[src/rtl/mra_pkg.sv]
// Package for the multi-type reduction ALU: type, operation and register codes,
// payload and inter-stage structs, and small shared helper functions.
// No dependencies.
package mra_pkg;

  localparam logic [2:0] DT_INT8   = 3'd0;
  localparam logic [2:0] DT_UINT8  = 3'd1;
  localparam logic [2:0] DT_INT32  = 3'd2;
  localparam logic [2:0] DT_UINT32 = 3'd3;
  localparam logic [2:0] DT_F32    = 3'd4;
  localparam logic [2:0] DT_F64    = 3'd5;
  localparam logic [2:0] DT_INT64  = 3'd6;
  localparam logic [2:0] DT_UINT64 = 3'd7;

  localparam logic [1:0] OP_SUM  = 2'd0;
  localparam logic [1:0] OP_PROD = 2'd1;
  localparam logic [1:0] OP_MAX  = 2'd2;
  localparam logic [1:0] OP_MIN  = 2'd3;

  localparam logic REG_DATA_TYPE = 1'b0;
  localparam logic REG_REDUCE_OP = 1'b1;

  localparam int CfgWidth = 3;

  // Where the result of an item in flight comes from.
  localparam logic [1:0] SRC_BYP  = 2'd0;
  localparam logic [1:0] SRC_IMUL = 2'd1;
  localparam logic [1:0] SRC_FP   = 2'd2;

  typedef struct packed {
    logic [63:0] operand_a;
    logic [63:0] operand_b;
    logic        last_in;
  } in_t;

  typedef struct packed {
    logic [63:0] result;
    logic        last_out;
  } out_t;

  typedef struct packed {
    logic [1:0]         src;
    logic [63:0]        res;
    logic               last;
    logic [63:0]        mx;
    logic [63:0]        my;
    logic               sign;
    logic               eff_sub;
    logic               zsign;
    logic [52:0]        sig_l;
    logic [52:0]        sig_s;
    logic signed [13:0] exp_l;
    logic signed [13:0] exp_s;
  } unp_t;

  typedef struct packed {
    logic [1:0]         src;
    logic [63:0]        res;
    logic               last;
    logic               sign;
    logic               zsign;
    logic [127:0]       mag;
    logic signed [13:0] expo;
  } sum_t;

  typedef struct packed {
    logic [1:0]         src;
    logic [63:0]        res;
    logic               last;
    logic               sign;
    logic [63:0]        n64;
    logic               st;
    logic signed [13:0] e64;
  } nrm_t;

  function automatic logic [63:0] type_mask(logic [2:0] dt);
    logic [63:0] m;
    unique case (dt)
      DT_INT8, DT_UINT8:            m = 64'h0000_0000_0000_00FF;
      DT_INT32, DT_UINT32, DT_F32:  m = 64'h0000_0000_FFFF_FFFF;
      default:                      m = 64'hFFFF_FFFF_FFFF_FFFF;
    endcase
    return m;
  endfunction

  // Signed zero or signed infinity in the selected float format.
  function automatic logic [63:0] fp_const(logic is64, logic sign, logic inf);
    logic [63:0] v;
    if (is64) begin
      v = {sign, inf ? 11'h7FF : 11'h000, 52'b0};
    end else begin
      v = {32'b0, sign, inf ? 8'hFF : 8'h00, 23'b0};
    end
    return v;
  endfunction

endpackage

[src/rtl/mra_norm.sv]
// Normalization stages of the reduction ALU: leading-zero count of the wide
// significand, then the left shift that brings the leading one to the top.
// Depends on mra_pkg.
module mra_norm (
  input  logic           clk_i,
  input  logic           rst_ni,
  input  logic           en_i,
  input  logic           valid_i,
  input  mra_pkg::sum_t  sum_i,
  input  logic [2:0]     data_type_i,
  output logic           valid_o,
  output mra_pkg::nrm_t  nrm_o
);

  function automatic logic [6:0] lzc128(logic [127:0] v);
    logic [6:0] n;
    n = 7'd0;
    for (int i = 0; i < 128; i++) begin
      if (v[i]) begin
        n = 7'(127 - i);
      end
    end
    return n;
  endfunction

  logic               vd_q, ve_q;
  mra_pkg::sum_t      sd_q;
  mra_pkg::sum_t      sd_d;
  logic [6:0]         lz_q;
  logic [1:0]         src_d;
  logic [63:0]        res_d;
  logic [127:0]       shifted;
  mra_pkg::nrm_t      nrm_d;

  always_comb begin
    src_d = sum_i.src;
    res_d = sum_i.res;
    if ((sum_i.src == mra_pkg::SRC_FP) && (sum_i.mag == 128'b0)) begin
      src_d = mra_pkg::SRC_BYP;
      res_d = mra_pkg::fp_const(data_type_i == mra_pkg::DT_F64, sum_i.zsign, 1'b0);
    end
    sd_d     = sum_i;
    sd_d.src = src_d;
    sd_d.res = res_d;
  end

  always_ff @(posedge clk_i or negedge rst_ni) begin
    if (!rst_ni) begin
      vd_q <= 1'b0;
      ve_q <= 1'b0;
    end else if (en_i) begin
      vd_q <= valid_i;
      ve_q <= vd_q;
    end
  end

  always_ff @(posedge clk_i) begin
    if (en_i) begin
      sd_q <= sd_d;
      lz_q <= lzc128(sum_i.mag);
    end
  end

  always_comb begin
    shifted     = sd_q.mag << lz_q;
    nrm_d.src   = sd_q.src;
    nrm_d.res   = sd_q.res;
    nrm_d.last  = sd_q.last;
    nrm_d.sign  = sd_q.sign;
    nrm_d.n64   = shifted[127:64];
    nrm_d.st    = |shifted[63:0];
    nrm_d.e64   = sd_q.expo - $signed({7'b0, lz_q}) + 14'sd64;
  end

  always_ff @(posedge clk_i) begin
    if (en_i) begin
      nrm_o <= nrm_d;
    end
  end

  assign valid_o = ve_q;

endmodule

[config.mk]
export PLATFORM = sky130hd
export DESIGN_NAME = mra_norm
export DESIGN_NICKNAME = d
export VERILOG_FILES = /design/src/rtl/mra_pkg.sv /design/src/rtl/mra_norm.sv
export SDC_FILE = /design/constraint.sdc
export NUM_CORES = 1
export LEC_CHECK = 0
export BUFFER_PORTS_ARGS = -buffer_cell sky130_fd_sc_hd__buf_2
export CAP_MARGIN = 20
export CORE_MARGIN = 2
export CORE_UTILIZATION = 46
export CTS_CLUSTER_SIZE = 25
export DETAILED_ROUTE_END_ITERATION = 16
export GPL_TIMING_DRIVEN = 0
export PLACE_DENSITY = 0.67
export SLEW_MARGIN = 20
export SYNTH_ARGS = -nofsm -noshare
export SYNTH_HDL_FRONTEND = slang
export SYNTH_SLANG_ARGS = --single-unit
[constraint.sdc]
create_clock -name clk_i -period 4.6 [get_ports clk_i]
set_input_delay 0.23 -clock clk_i [delete_from_list [all_inputs] [get_ports clk_i]]
set_output_delay 0.23 -clock clk_i [all_outputs]
set_load 0.05 [all_outputs]
==> impl_metrics.py, run 1 <==
metrics = {
    "routing": {
        "dr_total_vias": 22419,
        "via_per_inst": 6.40,
        "postRouteAntennaNets": 0,
        "drt_iter0_markers": 2626,
        "drc": 0,
        "wl_per_cell_um": 29.9,
        "drt-total-wl_mm": 105,
        "dr.pass1.iters": 6,
    },
    "placement": {
        "port_buffers": 365,
        "post-place-ws_ps": -1270,
        "place.gp.congestion": 1.03,
        "dp.cells": 3229,
        "dp.final_hpwl_mm": 81.4,
    },
    "floorplanning": {
        "die_h_um": 231,
        "io_pins": 366,
        "initial_core_util_pct": 46.3,
        "die_area_um2": 53200,
        "core-area_um2": 51100,
        "rows": 83,
        "dieWidth_um": 231,
    },
    "hold_path": {
        "hold_start": "sum_i[174]",
        "hp-class": "in -> reg",
    },
    "clocking": {
        "clk_latency_ps": 580,
        "clk_pin_slew_ps": 60,
        "h-tree-depth": 2,
        "cts_tree": "yes",
        "numCtsBuffers": 39,
        "cts_buffer_depth": 3,
        "cts.sinks": 366,
        "cts_root_buf": "clkbuf_16",
        "postCtsSetupBuffers": 0,
    },
    "power": {
        "p_per_area_nw_per_um2": 364,
        "irDropWorstVdd_v": 0.000350,
        "power_leakage_uw": 0.0116,
    },
    "yosys": {
        "ys_seq_elements": 366,
        "ys.flop_type": "edfxtp_1",
        "ys_warn_count": 0,
        "yosys.area.top_type_share_pct": 46.2,
        "synth_cells": 2181,
        "yosysTopAreaCell": "edfxtp_1",
        "syn_nets": 2419,
        "syn_area_um2": 23600,
        "avgSynthCellArea_um2": 10.8,
        "synthDistinctLibCells": 79,
        "async_reset_ff_share_pct": 0.546,
        "ys_seq_area_share_pct": 46.5,
        "ys_top_cells_by_area": "edfxtp_1 46%, mux4_2 12%, mux2i_1 7.0%",
        "synth-edff-count": 364,
    },
    "final_layout": {
        "final_common_cell": "buf_2",
        "final_nets": 3029,
        "syn_to_final_growth_pct": 25.6,
        "finish.utilization_pct": 58.1,
        "layout_common_cells": "382 x buf_2, 364 x edfxtp_1, 324 x nand2_1",
        "final_cells": 3502,
        "drive_gt1_share_pct": 23.6,
    },
    "worst_setup_path": {
        "worstPathMaxFanout": 10,
        "r2r_start": "lz_q[2]$_SDFFCE_PP0P_",
        "worst_ep_required_time_ps": 5030,
        "crit_start": "lz_q[2]$_SDFFCE_PP0P_",
        "cp-start-kind": "flip-flop",
        "path_class": "reg -> reg",
        "rrSetupSlack_ps": -90,
        "crit_path_end_kind": "flip-flop",
        "cp.arrival_ps": 5120,
    },
    "timing": {
        "fin_ws_ps": -89.7,
        "worst_pin_slew_ps": 1180,
        "slew_headroom_pct": 20.8,
        "setup_viol": 2,
        "rsz0062_at_grt": "yes",
        "fin_crit_ps": 4690,
        "drv_slew": 0,
        "final_hold_viol_count": 0,
        "tns_ps": -96.1,
        "fmax_ghz": 0.213,
        "fin_skew_ps": 28.7,
        "finalCritPeriodShare_pct": 102,
    },
    "global_routing": {
        "grt_max_degree": 109,
        "grt_pass1_wl_mm": 152,
        "antenna_found_initial": 1,
        "grt_pass1_vias": 22051,
        "grt_overflow": 0,
        "track_usage_pct": 39.1,
    },
    "outcome": {
        "failed_checks": "setup timing",
        "status": "finished, violations left",
    },
    "flow_run": {
        "maxCapViolations": 0,
    },
}
-- logic make-up (layout without fill, tap and decap cells) --
group,Yosys count,count (layout),synth area share [%]
fa+ha+maj,20,20,1.09
flops,366,366,46.5
simple gates,767,767,14.5
other cells,0,1,0
xor+xnor,12,12,0.445
compound gates,471,471,12.5
mux,350,350,21.6
buf+inv,195,835,3.46
-- stage by stage --
step / power (uW) / hold WS [ps] / area [um2]
after floorplan: 6270 / -65.6 / 23600
after global placement: 7590 / 14.3 / 26300
after detailed placement: 7580 / 20.1 / 26400
after CTS: 10700 / 0.612 / 29700
after global routing: 11100 / 17.0 / 29700
final: 10800 / 5.22 / 29700
-- worst paths after layout --
check,end,cells past startpoint
setup / recovery,nrm_o[65]$_DFFE_PP_,11
max in group asynchronous,valid_o$_DFFE_PN0P_,3
setup reg to reg,nrm_o[65]$_DFFE_PP_,11
min in group asynchronous,vd_q$_DFFE_PN0P_,3
hold reg to reg,nrm_o[137]$_DFFE_PP_,0
hold / removal,nrm_d[110]$_SDFFCE_PP0P_,2
-- per-layer routing --
metal	global-route usage (%)	up-vias	wire length [um]
li1	-	9543	-
met1	49.8	10866	39300
met2	64.3	1677	49400
met3	7.07	333	9860
met4	19.1	0	6190
met5	0	-	0
-- cell type report --
cell class	count	area, um2
Antenna cell	1	2.50
Buffer	145	672
Clock buffer	46	1020
Clock inverter	25	161
Fill cell	4295	21400
Inverter	47	180
Multi-Input combinational cell	1620	11900
Sequential cell	366	11000
Tap cell	680	851
Timing Repair Buffer	572	3960
-- worst max-delay path, cell delays in order (launching register included) --
cell,delay [ps]
edfxtp_1,430
buf_2,300
clkbuf_1,390
buf_2,380
clkbuf_1,610
buf_1,590
nor2_1,100
nor2_1,140
o21ai_0,270
mux2i_1,720
mux2i_1,370
mux2i_1,220
-- power breakdown --
part           total, uW  leakage (uW)  switching, uW  internal [uW]
registers           4220       0.00360            190           4030
clock network       3000      0.000585           1350           1650
logic               3590       0.00742           2400           1190
-- sequential cells by signal (all words and copies together) (netlist names) --
signal	cells
nrm_d	68
lz_q	7
vd_q	1
nrm_o	147
sd_q	142
valid_o	1
-- synth_stat cells (all sizes together), types with 4 or more instances --
| master | number |
|---|---|
| a32oi | 4 |
| buf | 66 |
| o22ai | 28 |
| o21bai | 5 |
| edfxtp | 364 |
| o31ai | 13 |
| a21oi | 104 |
| nor2b | 73 |
| or3 | 6 |
| o21ai | 160 |
| o41ai | 4 |
| nor4b | 4 |
| or4 | 4 |
| a211oi | 14 |
| o2bb2ai | 4 |
| nand2b | 7 |
| xnor2 | 11 |
| clkbuf | 82 |
| a41oi | 4 |
| and2 | 7 |
| a31oi | 12 |
| nor4 | 30 |
| nor2 | 215 |
| and3 | 8 |
| o221ai | 5 |
| nor3 | 33 |
| a21o | 5 |
| inv | 44 |
| nand2 | 324 |
| ha | 19 |
| nand4 | 12 |
| o21a | 14 |
| a211o | 6 |
| a22oi | 13 |
| mux2 | 62 |
| mux2i | 166 |
| nand3 | 31 |
| o311ai | 5 |
| o211ai | 27 |
| mux4 | 122 |
-- timing repair --
item / 4_1_cts / 5_1_grt
setup endpoints to repair: 11 / 9
hold buffers: 204 / 0
resized for setup: 25 / 12
endpoints found under the hold margin: 204 / 0
Power figures use the tool's default switching activity.
==> inputs of run 2 (changes only) <==
CTS_BUF_LIST = sky130_fd_sc_hd__clkbuf_2 sky130_fd_sc_hd__clkbuf_4 sky130_fd_sc_hd__clkbuf_8   (was unset)
==> run 2 against run 1 <==
  * The flow still finishes with violations (setup timing)
  * Fmax grew 0.90%
  * Wire length grew 0.74%
  * Sequential share of layout area shrank 0.14 points
  * Largest power group unchanged
==> impl_metrics.py, run 2 (same netlist as run 1, synthesis figures left out) <==
metrics = {
    "worst_setup_path": {
        "crit_path_max_incr_delay_ps": 750,
        "worst_ep_required_time_ps": 5030,
        "cp.arrival_ps": 5080,
        "crit_chain": "buf_6, buf_6, buf_4, buf_4, buf_4, mux2i_1, mux2i_1, nand2_1, nand2_1, o21ai_0, mux2i_1, a21oi_1, mux2i_1",
        "cp-start-kind": "flip-flop",
        "worstPathMaxFanout": 10,
        "worst-path-buf-inv": 5,
        "slowest_stage": "o21ai_0",
        "rrSetupSlack_ps": -50,
        "crit_family": "buffers and inverters",
        "path_class": "reg -> reg",
        "crit_path_end_kind": "flip-flop",
        "cp_common_cell": "mux2i_1",
    },
    "final_layout": {
        "final_common_cell": "buf_2",
        "layout_common_cells": "384 x buf_2, 364 x edfxtp_1, 324 x nand2_1",
        "final_nets": 3061,
        "final_cells": 3546,
        "fill_cells": 4253,
        "syn_to_final_growth_pct": 26.1,
        "largest_reg_flops": 147,
        "multi_input_area_um2": 11900,
        "register_area_um2": 11000,
        "drive_gt1_share_pct": 24.5,
        "top_register": "nrm_o",
    },
    "timing": {
        "finalCritPeriodShare_pct": 101,
        "setup_viol": 2,
        "slew_headroom_pct": 19.3,
        "fin_ws_ps": -47.8,
        "drv_slew": 0,
        "fin_skew_ps": 50.6,
        "fin_crit_ps": 4650,
        "worst_pin_slew_ps": 1200,
        "rsz0062_at_grt": "no",
        "final_hold_viol_count": 0,
        "fmax_ghz": 0.215,
    },
    "clocking": {
        "cts_tree": "yes",
        "numCtsBuffers": 59,
        "cts.sinks": 366,
        "cts_buffer_depth": 3,
        "clk_latency_ps": 710,
        "cts_root_buf": "clkbuf_8",
        "h-tree-depth": 2,
        "clk_pin_slew_ps": 60,
    },
    "floorplanning": {
        "die_area_um2": 53200,
        "rows": 83,
        "initial_core_util_pct": 46.3,
        "die_h_um": 231,
        "dieWidth_um": 231,
        "io_pins": 366,
        "core-area_um2": 51100,
    },
    "hold_path": {
        "hp-class": "in -> reg",
    },
    "power": {
        "p_clk_share_pct": 26.7,
        "comb_power_share_pct": 33.7,
        "p_int_uw": 6730,
        "power_leakage_uw": 0.0117,
        "p_per_area_nw_per_um2": 358,
        "p_sw_uw": 3950,
        "swShare_pct": 37.0,
        "p_seq_share_pct": 39.6,
        "irDropWorstVdd_v": 0.000295,
        "total_power_uw": 10700,
    },
    "routing": {
        "drt-total-wl_mm": 106,
        "wl_per_cell_um": 29.8,
        "postRouteAntennaNets": 0,
        "drc": 0,
        "via_per_inst": 6.36,
        "dr_total_vias": 22558,
        "drt_iter0_markers": 2466,
        "dr.pass1.iters": 7,
    },
    "flow_run": {
        "maxCapViolations": 0,
    },
    "placement": {
        "dp.cells": 3229,
        "dp.final_hpwl_mm": 81.4,
        "port_buffers": 365,
        "place.gp.congestion": 1.03,
    },
    "outcome": {
        "status": "finished, violations left",
        "failed_checks": "setup timing",
    },
    "global_routing": {
        "grt_max_degree": 109,
        "grt_pass1_vias": 22255,
        "antenna_found_initial": 0,
        "track_usage_pct": 39.2,
        "grt_pass1_wl_mm": 152,
        "grt_overflow": 0,
    },
}
==> run 2: what timing repair did <==
| item | CTS | global route |
|---|---|---|
| pin swaps | 0 | 0 |
| setup buffers | 0 | 0 |
| setup endpoints to repair | 9 | 8 |
| hold buffers | 217 | 0 |
| endpoints found under the hold margin | 243 | 0 |
| resized for setup | 21 | 17 |
| gates cloned | 0 | 0 |
==> run 2: final timing paths <==
check                                 startpoint                   end  cells past startpoint
max reg2reg                lz_q[0]$_SDFFCE_PP0P_   nrm_o[72]$_DFFE_PP_                     13
min                                     sum_i[2]     sd_q[2]$_DFFE_PP_                      2
min in group asynchronous                 rst_ni      vd_q$_DFFE_PN0P_                      3
min reg2reg                 nrm_d[144]$_DFFE_PP_  nrm_o[144]$_DFFE_PP_                      0
max                        lz_q[0]$_SDFFCE_PP0P_   nrm_o[72]$_DFFE_PP_                     13
max in group asynchronous                 rst_ni   valid_o$_DFFE_PN0P_                      3
==> run 2: power by group through the flow <==
stage | sequential (uW) | combinational (uW) | clock (uW)
6_report | 4230 | 3600 | 2860
5_1_grt | 4240 | 3720 | 3010
4_1_cts | 4210 | 3460 | 2870
3_5_place_dp | 4280 | 3300 | 0
3_3_place_gp | 4290 | 3300 | 0
2_1_floorplan | 4670 | 1600 | 0
==> run 2: per-stage QoR <==
step | hold WS (ps) | area (um2) | setup WS [ps] | setup TNS [ps] | util, %
global placement | 14.3 | 26300 | -1980 | -596250 | 51.5
CTS | 203 | 29800 | 6.18 | 0 | 58.2
finish | 229 | 29800 | -47.8 | -55.8 | 58.3
global route | 231 | 29800 | 2.76 | 0 | 58.3
floorplan | -65.6 | 23600 | 341 | 0 | -
detailed placement | 20.1 | 26400 | -1270 | -6310 | 51.7
==> run 2: worst register-to-register path: stages, from the launching register on <==
cell and delay [ps]:
edfxtp_1 650, buf_6 250, buf_6 210, buf_4 260
buf_4 290, buf_4 300, mux2i_1 320, mux2i_1 160
nand2_1 130, nand2_1 110, o21ai_0 750, mux2i_1 390
a21oi_1 410, mux2i_1 140
==> run 2: metal layers <==
metal  vias up  part of all wire, %  GRT usage (%)  routed length, um
met5         -                    0              0                  0
met4         0                  6.1           20.0               6470
met3       352                  9.5           7.70              10100
met2      1669                   47           64.3              49200
met1     10912                   38           49.4              39800
li1       9625                    -              -                  -
==> run 2: cell type report <==
| type | count | share of cell area, % |
|---|---|---|
| multi-input cells | 1620 | 39.9 |
| flip-flops and latches | 366 | 36.8 |
| plain buffers | 144 | 2.22 |
| diodes | 1 | 0.00840 |
| inverters | 47 | 0.613 |
| clock buffers | 75 | 3.15 |
| well taps | 680 | 2.85 |
| clock inverters | 28 | 0.718 |
| repair buffers | 585 | 13.7 |
